`src/design/bnms_ram.sv`:
```
module bnms_ram #(
	parameter int Width = 8,
	parameter int Depth = 64
) (
	input  logic                     clk,
	input  logic                     wr_en,
	input  logic [$clog2(Depth)-1:0] wr_addr,
	input  logic [Width-1:0]         wr_data,
	input  logic [$clog2(Depth)-1:0] rd_addr,
	output logic [Width-1:0]         rd_data
);

	logic [Width-1:0] mem [Depth];

	always_ff @(posedge clk) begin
		if (wr_en) begin
			mem[wr_addr] <= wr_data;
		end
		rd_data <= mem[rd_addr];
	end

endmodule

```
`config.mk`:
```
export PLATFORM = sky130hd
export DESIGN_NAME = bnms_ram
export DESIGN_NICKNAME = d
export VERILOG_FILES = /design/src/design/bnms_ram.sv
export SDC_FILE = /design/constraint.sdc
export NUM_CORES = 1
export LEC_CHECK = 0
export ABC_AREA = 0
export BUFFER_PORTS_ARGS = -buffer_cell sky130_fd_sc_hd__buf_2
export CORE_MARGIN = 4
export CORE_UTILIZATION = 40
export DETAILED_ROUTE_END_ITERATION = 10
export GPL_TIMING_DRIVEN = 0
export MAX_ROUTING_LAYER = met4
export PLACE_DENSITY = 0.57
export SYNTH_ARGS = -nofsm -noshare
export SYNTH_HDL_FRONTEND = slang
export SYNTH_SLANG_ARGS = --single-unit
```
`constraint.sdc`:
```
create_clock -name clk -period 2.1 [get_ports clk]
set_input_delay 0.105 -clock clk [delete_from_list [all_inputs] [get_ports clk]]
set_output_delay 0.105 -clock clk [all_outputs]
set_load 0.03 [all_outputs]
```
==> metrics <==
final count of hold timing violations 0; met2 WL 22700 µm; Clock Path Buffers 3; Clock Latency Late Sink around 0.59 ns; placed instance area between 20000 and 25000 µm²; met3 WL post-DR 3073 µm; min cycle time layout approximately 2.1 ns; crit end category flop; CTS H-tree lvls 2; vias in the first global route just under 10k; crit path max fanout 1; R2R setup slack 0.02 ns; Post-DRT Antenna Nets 0; endpoints failing setup 0; startpoint types flop; share of layout cells above drive strength 1 0.2481; Netlist Area Pre-Place 20170 µm²; Final GP Congestion about 0.87; critical path type flop to flop; Netlist cell types 40; CTS tree yes; initial DRC count about 1.1k; Worst EP arrival ~2.5 ns; Synth Net Count between 900 and 1k; FF+latch area around 16000 µm²; global-route wire length before repair between 70000 and 80000 µm; footprint of the multi-input gates about 4300 µm²; WL met1 21980 µm; Initial DRT Pass Iterations 5; worst slew pin tran 1.357 ns; clock sinks 520; Cells after Synth 940; Die Y about 230 µm; Clock Tree Root clkbuf_16; Cell Count, Final, Fillers Out roughly 1.7k; cts bufs inserted 50; sequential-to-total area share from yosys stat 0.7703; Ports 30; peak supply drop around 0.6 mV; DR vias ~10k; clk_skew ~0.025 ns; # DRC 0; Slew headroom 0.09508; hold slack about 0.22 ns; number of port buffers 21; RSZ-0062 raised after global routing false; status finished clean; vias per cell between 5 and 6; dpl cells 1633; All-Layer GR Usage 0.1903; worst r2r dst rd_data[3]$_DFF_P_; largest net degree at the start of global routing 65; clock transition at the registers of the reported paths roughly 0.060 ns; DP Wirelength 31170 µm; Max Slew Vio Count 0; Core ar. between 40000 and 50000 µm²; Highest Signal Layer met4; Initial Util 0.4036; Critical Path End rd_data[3]$_DFF_P_; die area roughly 54000 µm²; initial antenna violation count 1; FF-to-FF path depth 4; Filler cells between 4k and 5k; CP required roughly 2.5 ns; Period Utilization, post-route 0.9898; max_cap viols 0; number of synthesis warnings 0; die width between 200 and 250 µm; launch instance of the worst register-to-register path mem[50][3]$_DFFE_PP_; critical path launch point mem[50][3]$_DFFE_PP_; Yosys reg bits 520; row count between 80 and 90; fmax a little under 500 MHz; Finished Core Util 0.4536; Total Wirelength between 40000 and 50000 µm; Area growth, synth to finish 12.38%; worst min path class primary input to flop; grt total ovfl 0; post-synthesis average cell area ~21 µm²; P_leak roughly 7.0 nW; post-route design area 22660 µm²; cell area power density roughly 930 nW/µm²; NumNets Final between 1k and 1.5k; average wire per standard cell between 20 and 30 µm
==> how the worst min path moves through the flow <==
stage               depth (start not counted)                    to  startpoint
floorplan                                   0   mem[0][0]$_DFFE_PP_  wr_data[0]
global placement                            2    rd_data[3]$_DFF_P_  rd_addr[5]
detailed placement                          2    rd_data[5]$_DFF_P_  rd_addr[5]
CTS                                         3  mem[49][4]$_DFFE_PP_  wr_addr[0]
global route                                3  mem[55][6]$_DFFE_PP_  wr_addr[0]
finish                                      3  mem[54][6]$_DFFE_PP_  wr_addr[2]
==> state kept, by name (all words and copies together), names as in the netlist <==
register  flops
mem         512
rd_data       8
==> kinds of logic (layout without fill, tap and decap cells) <==
| logic type | after synthesis | in the layout | synth area share |
|---|---|---|---|
| AO/OA/AOI/OAI | 54 | 54 | 0.02072 |
| buffers and inverters | 51 | 163 | 0.01570 |
| flip-flops | 520 | 520 | 0.7703 |
| multiplexers | 162 | 162 | 0.1594 |
| other | 0 | 2 | 0 |
| AND/OR/NAND/NOR | 153 | 153 | 0.03387 |
==> through the flow <==
step,power (mW),worst slack (ns),setup TNS [ns]
floorplan,12.38,0.3273,0
global placement,12.90,-0.8834,-61.22
detailed placement,12.92,-0.9125,-79.25
CTS,21.33,0.02774,0
global route,21.80,0.005890,0
finish,21.15,0.02149,0
==> per-layer routing <==
layer | track usage | vias to the layer above
met5 | - | -
met4 | 0.06313 | 0
met3 | 0.03012 | 69
met2 | 0.2802 | 335
met1 | 0.2745 | 5239
li1 | - | 4085
==> Yosys cell counts (all sizes together) <==
cell,number,share of area
edfxtp,512,0.76
mux4,126,0.14
nor2,83,0.015
buf,34,0.013
mux2i,23,0.011
nand2,19,0.0035
clkbuf,17,0.0032
nor2b,14,0.0043
mux2,13,0.0073
nand3,13,0.0032
dfxtp,8,0.0079
o221ai,8,0.0035
o22ai,8,0.0025
nand2b,7,0.0022
nor3,7,0.0017
a221oi,6,0.0026
a211oi,4,0.0015
o21ai,4,0.00099
a21oi,3,0.00074
a22oi,3,0.0011
nand3b,3,0.0011
o2111ai,3,0.0013
o2bb2ai,3,0.0013
a2111oi,2,0.00087
nand4,2,0.00062
nor4,2,0.00062
o21a,2,0.00074
o221a,2,0.0011
o32ai,2,0.00087
o41ai,2,0.00087
a31oi,1,0.00031
and2,1,0.00031
nand4b,1,0.00043
o311ai,1,0.00043
or3,1,0.00031
==> cell usage in the layout (no fill, tap or decap), types with 5 or more instances in the layout <==
cell type	n
edfxtp_1	512
mux4_2	126
nor2_1	83
clkbuf_16	53
clkbuf_1	29
buf_2	29
mux2i_1	23
nand2_1	19
buf_4	14
nor2b_1	14
clkinv_1	14
mux2_2	13
nand3_1	12
o221ai_1	8
o22ai_1	8
clkinv_2	8
dfxtp_1	8
nand2b_1	7
a221oi_1	6
nor3_1	5
==> report_power, final <==
part           total (mW)  leakage, nW  internal (mW)  switching, mW
clock                8.45        0.741           4.71           3.75
sequential           11.5         4.67           11.5         0.0190
combinational        1.19         1.55          0.409          0.778
total                21.2         6.97           16.6           4.54
==> worst max-delay path, stage by stage, from the launching register on <==
cell,delay [ns]
edfxtp_1,0.36
mux4_2,0.52
mux4_2,0.53
o21ai_1,0.33
o41ai_1,0.19
==> cell type report <==
class | count | share of cell area
Sequential cell | 520 | 0.6854
Timing Repair Buffer | 22 | 0.005079
Tap cell | 672 | 0.03710
Clock inverter | 24 | 0.005797
Buffer | 50 | 0.01446
Antenna cell | 2 | 0.0002208
Clock buffer | 67 | 0.06084
Multi-Input combinational cell | 369 | 0.1911
==> what timing repair did <==
action,in CTS,in global routing
cloned,0,0
endpoints found under the setup margin,5,7
gates resized for setup,8,5
hold buffers,1,0
hold endpoints to repair,2,0
buffers inserted,0,0
(Power assumes the default switching activity.)
