`src/design/bnms_pkg.sv`:
```
package bnms_pkg;

	localparam int MaxBoxesDefault = 64;
	localparam int CoordWidth = 16;
	localparam int BoxWidth = 64;
	localparam int ScoreWidth = 16;
	localparam int IndexWidth = 6;
	localparam logic [15:0] ThresholdReset = 16'd32768;

	typedef struct packed {
		logic [15:0] center_x;
		logic [15:0] center_y;
		logic [15:0] box_width;
		logic [15:0] box_height;
		logic [15:0] score;
		logic        last_box;
	} box_req_t;

	typedef struct packed {
		logic [5:0] box_index;
		logic       keep;
		logic       overflow;
		logic       last_result;
	} keep_rsp_t;

	typedef enum logic [3:0] {
		ST_LOAD,
		ST_RANK_RD,
		ST_RANK_CMP,
		ST_RANK_WR,
		ST_SUP_RDA,
		ST_SUP_WAITA,
		ST_SUP_RDB,
		ST_SUP_RANKB,
		ST_SUP_BOXB,
		ST_SUP_CALC,
		ST_SUP_MUL,
		ST_SUP_CMP,
		ST_EMIT
	} bnms_state_t;

	typedef struct packed {
		logic [15:0] ax;
		logic [15:0] ay;
		logic [15:0] aw;
		logic [15:0] ah;
	} box_t;

endpackage

```
`src/design/bnms_iou.sv`:
```
// Two-stage overlap test: edges and intersection sides, then products and compare.
module bnms_iou (
	input  logic              clk,
	input  logic              start,
	input  bnms_pkg::box_t    box_a,
	input  bnms_pkg::box_t    box_b,
	input  logic [15:0]       threshold,
	output logic              hit
);

	logic signed [18:0] al, ar, bl, br, at, ab, bt, bb, l, r, t, d;
	logic [17:0] iw_c, ih_c;
	logic [17:0] iw_s1, ih_s1;
	logic [31:0] aa_s1, ba_s1;
	logic [35:0] i4_s2;
	logic [33:0] area_s2;
	logic [15:0] thr_s1, thr_s2;
	logic [35:0] u4;
	logic [52:0] lhs, rhs;

	always_comb begin
		al = 19'(signed'({2'b0, box_a.ax, 1'b0})) - 19'(signed'({3'b0, box_a.aw}));
		ar = 19'(signed'({2'b0, box_a.ax, 1'b0})) + 19'(signed'({3'b0, box_a.aw}));
		bl = 19'(signed'({2'b0, box_b.ax, 1'b0})) - 19'(signed'({3'b0, box_b.aw}));
		br = 19'(signed'({2'b0, box_b.ax, 1'b0})) + 19'(signed'({3'b0, box_b.aw}));
		at = 19'(signed'({2'b0, box_a.ay, 1'b0})) - 19'(signed'({3'b0, box_a.ah}));
		ab = 19'(signed'({2'b0, box_a.ay, 1'b0})) + 19'(signed'({3'b0, box_a.ah}));
		bt = 19'(signed'({2'b0, box_b.ay, 1'b0})) - 19'(signed'({3'b0, box_b.ah}));
		bb = 19'(signed'({2'b0, box_b.ay, 1'b0})) + 19'(signed'({3'b0, box_b.ah}));
		l = (al > bl) ? al : bl;
		r = (ar < br) ? ar : br;
		t = (at > bt) ? at : bt;
		d = (ab < bb) ? ab : bb;
		iw_c = (r > l) ? 18'(r - l) : 18'd0;
		ih_c = (d > t) ? 18'(d - t) : 18'd0;
	end

	always_ff @(posedge clk) begin
		if (start) begin
			iw_s1 <= iw_c;
			ih_s1 <= ih_c;
			aa_s1 <= 32'(box_a.aw) * 32'(box_a.ah);
			ba_s1 <= 32'(box_b.aw) * 32'(box_b.ah);
			thr_s1 <= threshold;
		end
		i4_s2 <= 36'(iw_s1) * 36'(ih_s1);
		area_s2 <= 34'(aa_s1) + 34'(ba_s1);
		thr_s2 <= thr_s1;
	end

	// The union in quad units cannot go negative: intersection never exceeds either area.
	always_comb begin
		u4 = {area_s2, 2'b00} - i4_s2;
		lhs = {1'b0, i4_s2, 16'd0};
		rhs = 53'(thr_s2) * 53'(u4);
		hit = lhs > rhs;
	end

endmodule

```
`config.mk`:
```
export PLATFORM = sky130hd
export DESIGN_NAME = bnms_iou
export DESIGN_NICKNAME = d
export VERILOG_FILES = /design/src/design/bnms_pkg.sv /design/src/design/bnms_iou.sv
export SDC_FILE = /design/constraint.sdc
export NUM_CORES = 2
export LEC_CHECK = 0
export BUFFER_PORTS_ARGS = -buffer_cell sky130_fd_sc_hd__buf_2
export CAP_MARGIN = 40
export CORE_MARGIN = 3
export CORE_UTILIZATION = 64
export CTS_BUF_LIST = sky130_fd_sc_hd__clkbuf_16
export CTS_CLUSTER_SIZE = 24
export DETAILED_ROUTE_END_ITERATION = 12
export GPL_TIMING_DRIVEN = 1
export HOLD_SLACK_MARGIN = 0.02
export PLACE_DENSITY = 0.82
export SLEW_MARGIN = 20
export SYNTH_ARGS = -nofsm -noshare
export SYNTH_HDL_FRONTEND = slang
export SYNTH_SLANG_ARGS = --single-unit
```
`constraint.sdc`:
```
create_clock -name clk -period 11.8 [get_ports clk]
set_input_delay 0.59 -clock clk [delete_from_list [all_inputs] [get_ports clk]]
set_output_delay 0.59 -clock clk [all_outputs]
set_load 0.02 [all_outputs]
```
==> metrics.md <==
| Metric | Value |
|---|---|
| Outcome | finished, final reports clean |
| Max Fanout on Critical Path | 6 |
| TritonCTS clock tree | built |
| CP max stage cell | fa_1 |
| Synth top area share | 34.7% |
| All-Layer GR Usage | 35.4% |
| GPL Wtd Cong | 1.00 |
| Largest stage delay, worst path | 550 ps |
| Pins Over Slew Limit | 0 |
| GRT busiest layer | met2 |
| Worst-Margin Slew | 919 ps |
| Setup CP Type | reg -> out |
| Worst-path clk slew | 70 ps |
| Grt met3 use | 5.02% |
| Number of H-tree levels | 1 |
| Max clock buf depth | 3 |
| Vias per cell | 5.96 |
| Final Instance Area | 68600 um^2 |
| Later-pin clock latency in the skew report | 570 ps |
| Initial Utilization | 64.8% |
| Register bit total from synthesis | 201 |
| Die height | 325 um |
| Cell count after synthesis | 7688 |
| Reg2reg end | i4_s2[34] |
| Cts bufs inserted | 23 |
| Origin of the critical flop-to-flop path | ih_s1[5] |
| Hold WC Path Type | in -> reg |
| Average wire per cell in the routed design | 20.7 um |
| Ranking of synthesized cells by area | fa_1 35%, ha_1 15%, inv_1 8.6% |
| First-pass DRT Iterations | 7 |
| Hold path cells | 1 |
| Sequential share of the synthesized area | 7.96% |
| Cells on worst reg2reg path | 20 |
| Routed WL | 187000 um |
| Vias in the first global route | 55.8k |
| Final Hold Viols | 0 |
| Slew headroom | 38.6% |
| DR vias | 53.9k |
| Port Buffer Count | 146 |
| CP startpoint kind | flop |
| Root buffer selected by CTS | clkbuf_16 |
| Met1 usage | 45.5% |
| HP Start | threshold[14] |
| Min Tclk post-route | 11510 ps |
| Total gr overflow | 0 |
| Final nets | 9701 |
| Setup crit end kind | output pin |
| Share of layout cells above drive strength 1 | 5.14% |
| Synth Flop Type | edfxtp_1 |
| Top post-synthesis cells by count | 1495 x inv_1, 1129 x fa_1, 1089 x nand2_1 |
| Placement Cell Area | 67100 um^2 |
| Initial DRC Count | 4529 |
| Final worst slack | 289 ps |
| Hold endpoint | thr_s1[14] |
| Final setup violation count | 0 |
| FFs w/ async S/R, synth | 0% |
| Antenna-violating nets left | 0 |
| Period Utilization, post-route | 97.6% |
| Die ar. | 106000 um^2 |
| DRC viols | 0 |
| Top Ports | 147 |
| Count of different cell masters after synthesis | 84 |
| # hold bufs at CTS | 0 |
| Syn nets | 9735 |
| Number of fill cells | 8023 |
| R2R Setup Slk | 4640 ps |
| Pre-CTS setup slack | 61.6 ps |
| Core area | 101000 um^2 |
| Met2 usage | 58.9% |
| Hpwl dp | 154000 um |
| Chip width | 325 um |
| Synth warnings | 0 |
| First-pass GRT wire length | 298000 um |
| Cell Rows | 116 |
| Crit path required time | 11210 ps |
| Number of synthesized flops with an enable pin | 116 |
| Max cap viols | 0 |
| Clock sink total | 201 |
| Mapped cell area | 65100 um^2 |
| Top-count cell post-synth | inv_1 |
| Cell taking the most area after synthesis | fa_1 |
| Synthesized area per cell | 8.47 um^2 |
| Peak Freq | 86.9 MHz |
| Largest net degree at the start of global routing | 74 |
| Final worst clock skew | 37.0 ps |
| Layout area overhead | 5.28% |
| Initial antenna violation count | 16 |
| Worst path arrival time | 10920 ps |
-- repair_timing --
| action | 4_1_cts | 5_1_grt |
|---|---|---|
| setup endpoints to repair | 1 | 1 |
| pin swaps | 1 | 14 |
| resized for setup | 11 | 58 |
| setup buffers | 2 | 15 |
| gates cloned | 0 | 1 |
-- critical path, delay by kind of cell (launching register included) --
kind                       cells  cell delay [ps]
adders and majority gates      9             4030
AOI/OAI and AO/OA             13             2620
and+or+nand+nor               10             2070
buffers and inverters         10             1020
DFF                            1              340
xor gates and xnor gates       2              290
-- worst max path at each step --
stage                        start  end  slack, ps  cells after the start
after detailed placement  i4_s2[2]  hit         60                     43
final                     i4_s2[2]  hit        290                     44
after global routing      i4_s2[2]  hit       -180                     43
after global placement    i4_s2[2]  hit         70                     44
after CTS                 i4_s2[2]  hit         70                     43
after floorplan           i4_s2[0]  hit       1530                     43
-- layer usage --
metal | part of all wire, % | up-vias
li1 | - | 24100
met1 | 38 | 26500
met2 | 47 | 2624
met3 | 8.6 | 639
met4 | 6.0 | 10
met5 | 0.037 | -
-- state kept, by name, summed over array words and instances, names as in the netlist --
register / flops
thr_s2: 16
aa_s1: 32
iw_s1: 18
ih_s1: 18
ba_s1: 32
i4_s2: 36
area_s2: 33
thr_s1: 16
-- layout make-up --
class | count | area [um^2] | area share (%)
multi-input cells | 5653 | 53500 | 78.0
inverters | 1508 | 5660 | 8.25
clock inverters | 18 | 151 | 0.221
diodes | 5 | 12.5 | 0.0182
clock buffers | 24 | 601 | 0.876
well taps | 1357 | 1700 | 2.48
repair buffers | 267 | 1810 | 2.64
flip-flops and latches | 201 | 5190 | 7.56
-- metrics by stage --
| step | setup TNS [ps] | utilization (%) | hold WS (ps) | std cells |
|---|---|---|---|---|
| CTS | 0 | 67.5 | 191 | 8999 |
| finish | 0 | 68.2 | 208 | 9033 |
| global placement | 0 | 66.6 | 326 | 8948 |
| floorplan | 0 | - | 323 | 7688 |
| global route | -185 | 68.2 | 192 | 9029 |
| detailed placement | 0 | 66.7 | 328 | 8955 |
-- kinds of logic after synthesis --
logic type                 share of synthesized area (%)
AOI/OAI and AO/OA                                   10.3
xor gates and xnor gates                            4.21
adders and majority gates                           49.5
buffers and inverters                               10.6
DFF                                                 7.96
muxes                                               1.13
and+or+nand+nor                                     16.3
-- layout by cell type, fill, tap and decap left out, types with 61 or more instances in the layout --
master	instances
xor2_1	80
edfxtp_1	116
a21o_1	138
nor3_1	81
and2_1	317
mux2i_1	61
ha_1	763
o21ai_0	150
nand2_1	1088
nor2_1	464
fa_1	1129
inv_1	1496
dfxtp_1	84
a21oi_1	298
xnor2_1	228
nand3_1	67
buf_4	95
buf_2	146
Power is not shown: default switching activity piles up to over one toggle a cycle in this logic, so the estimate is an artifact.
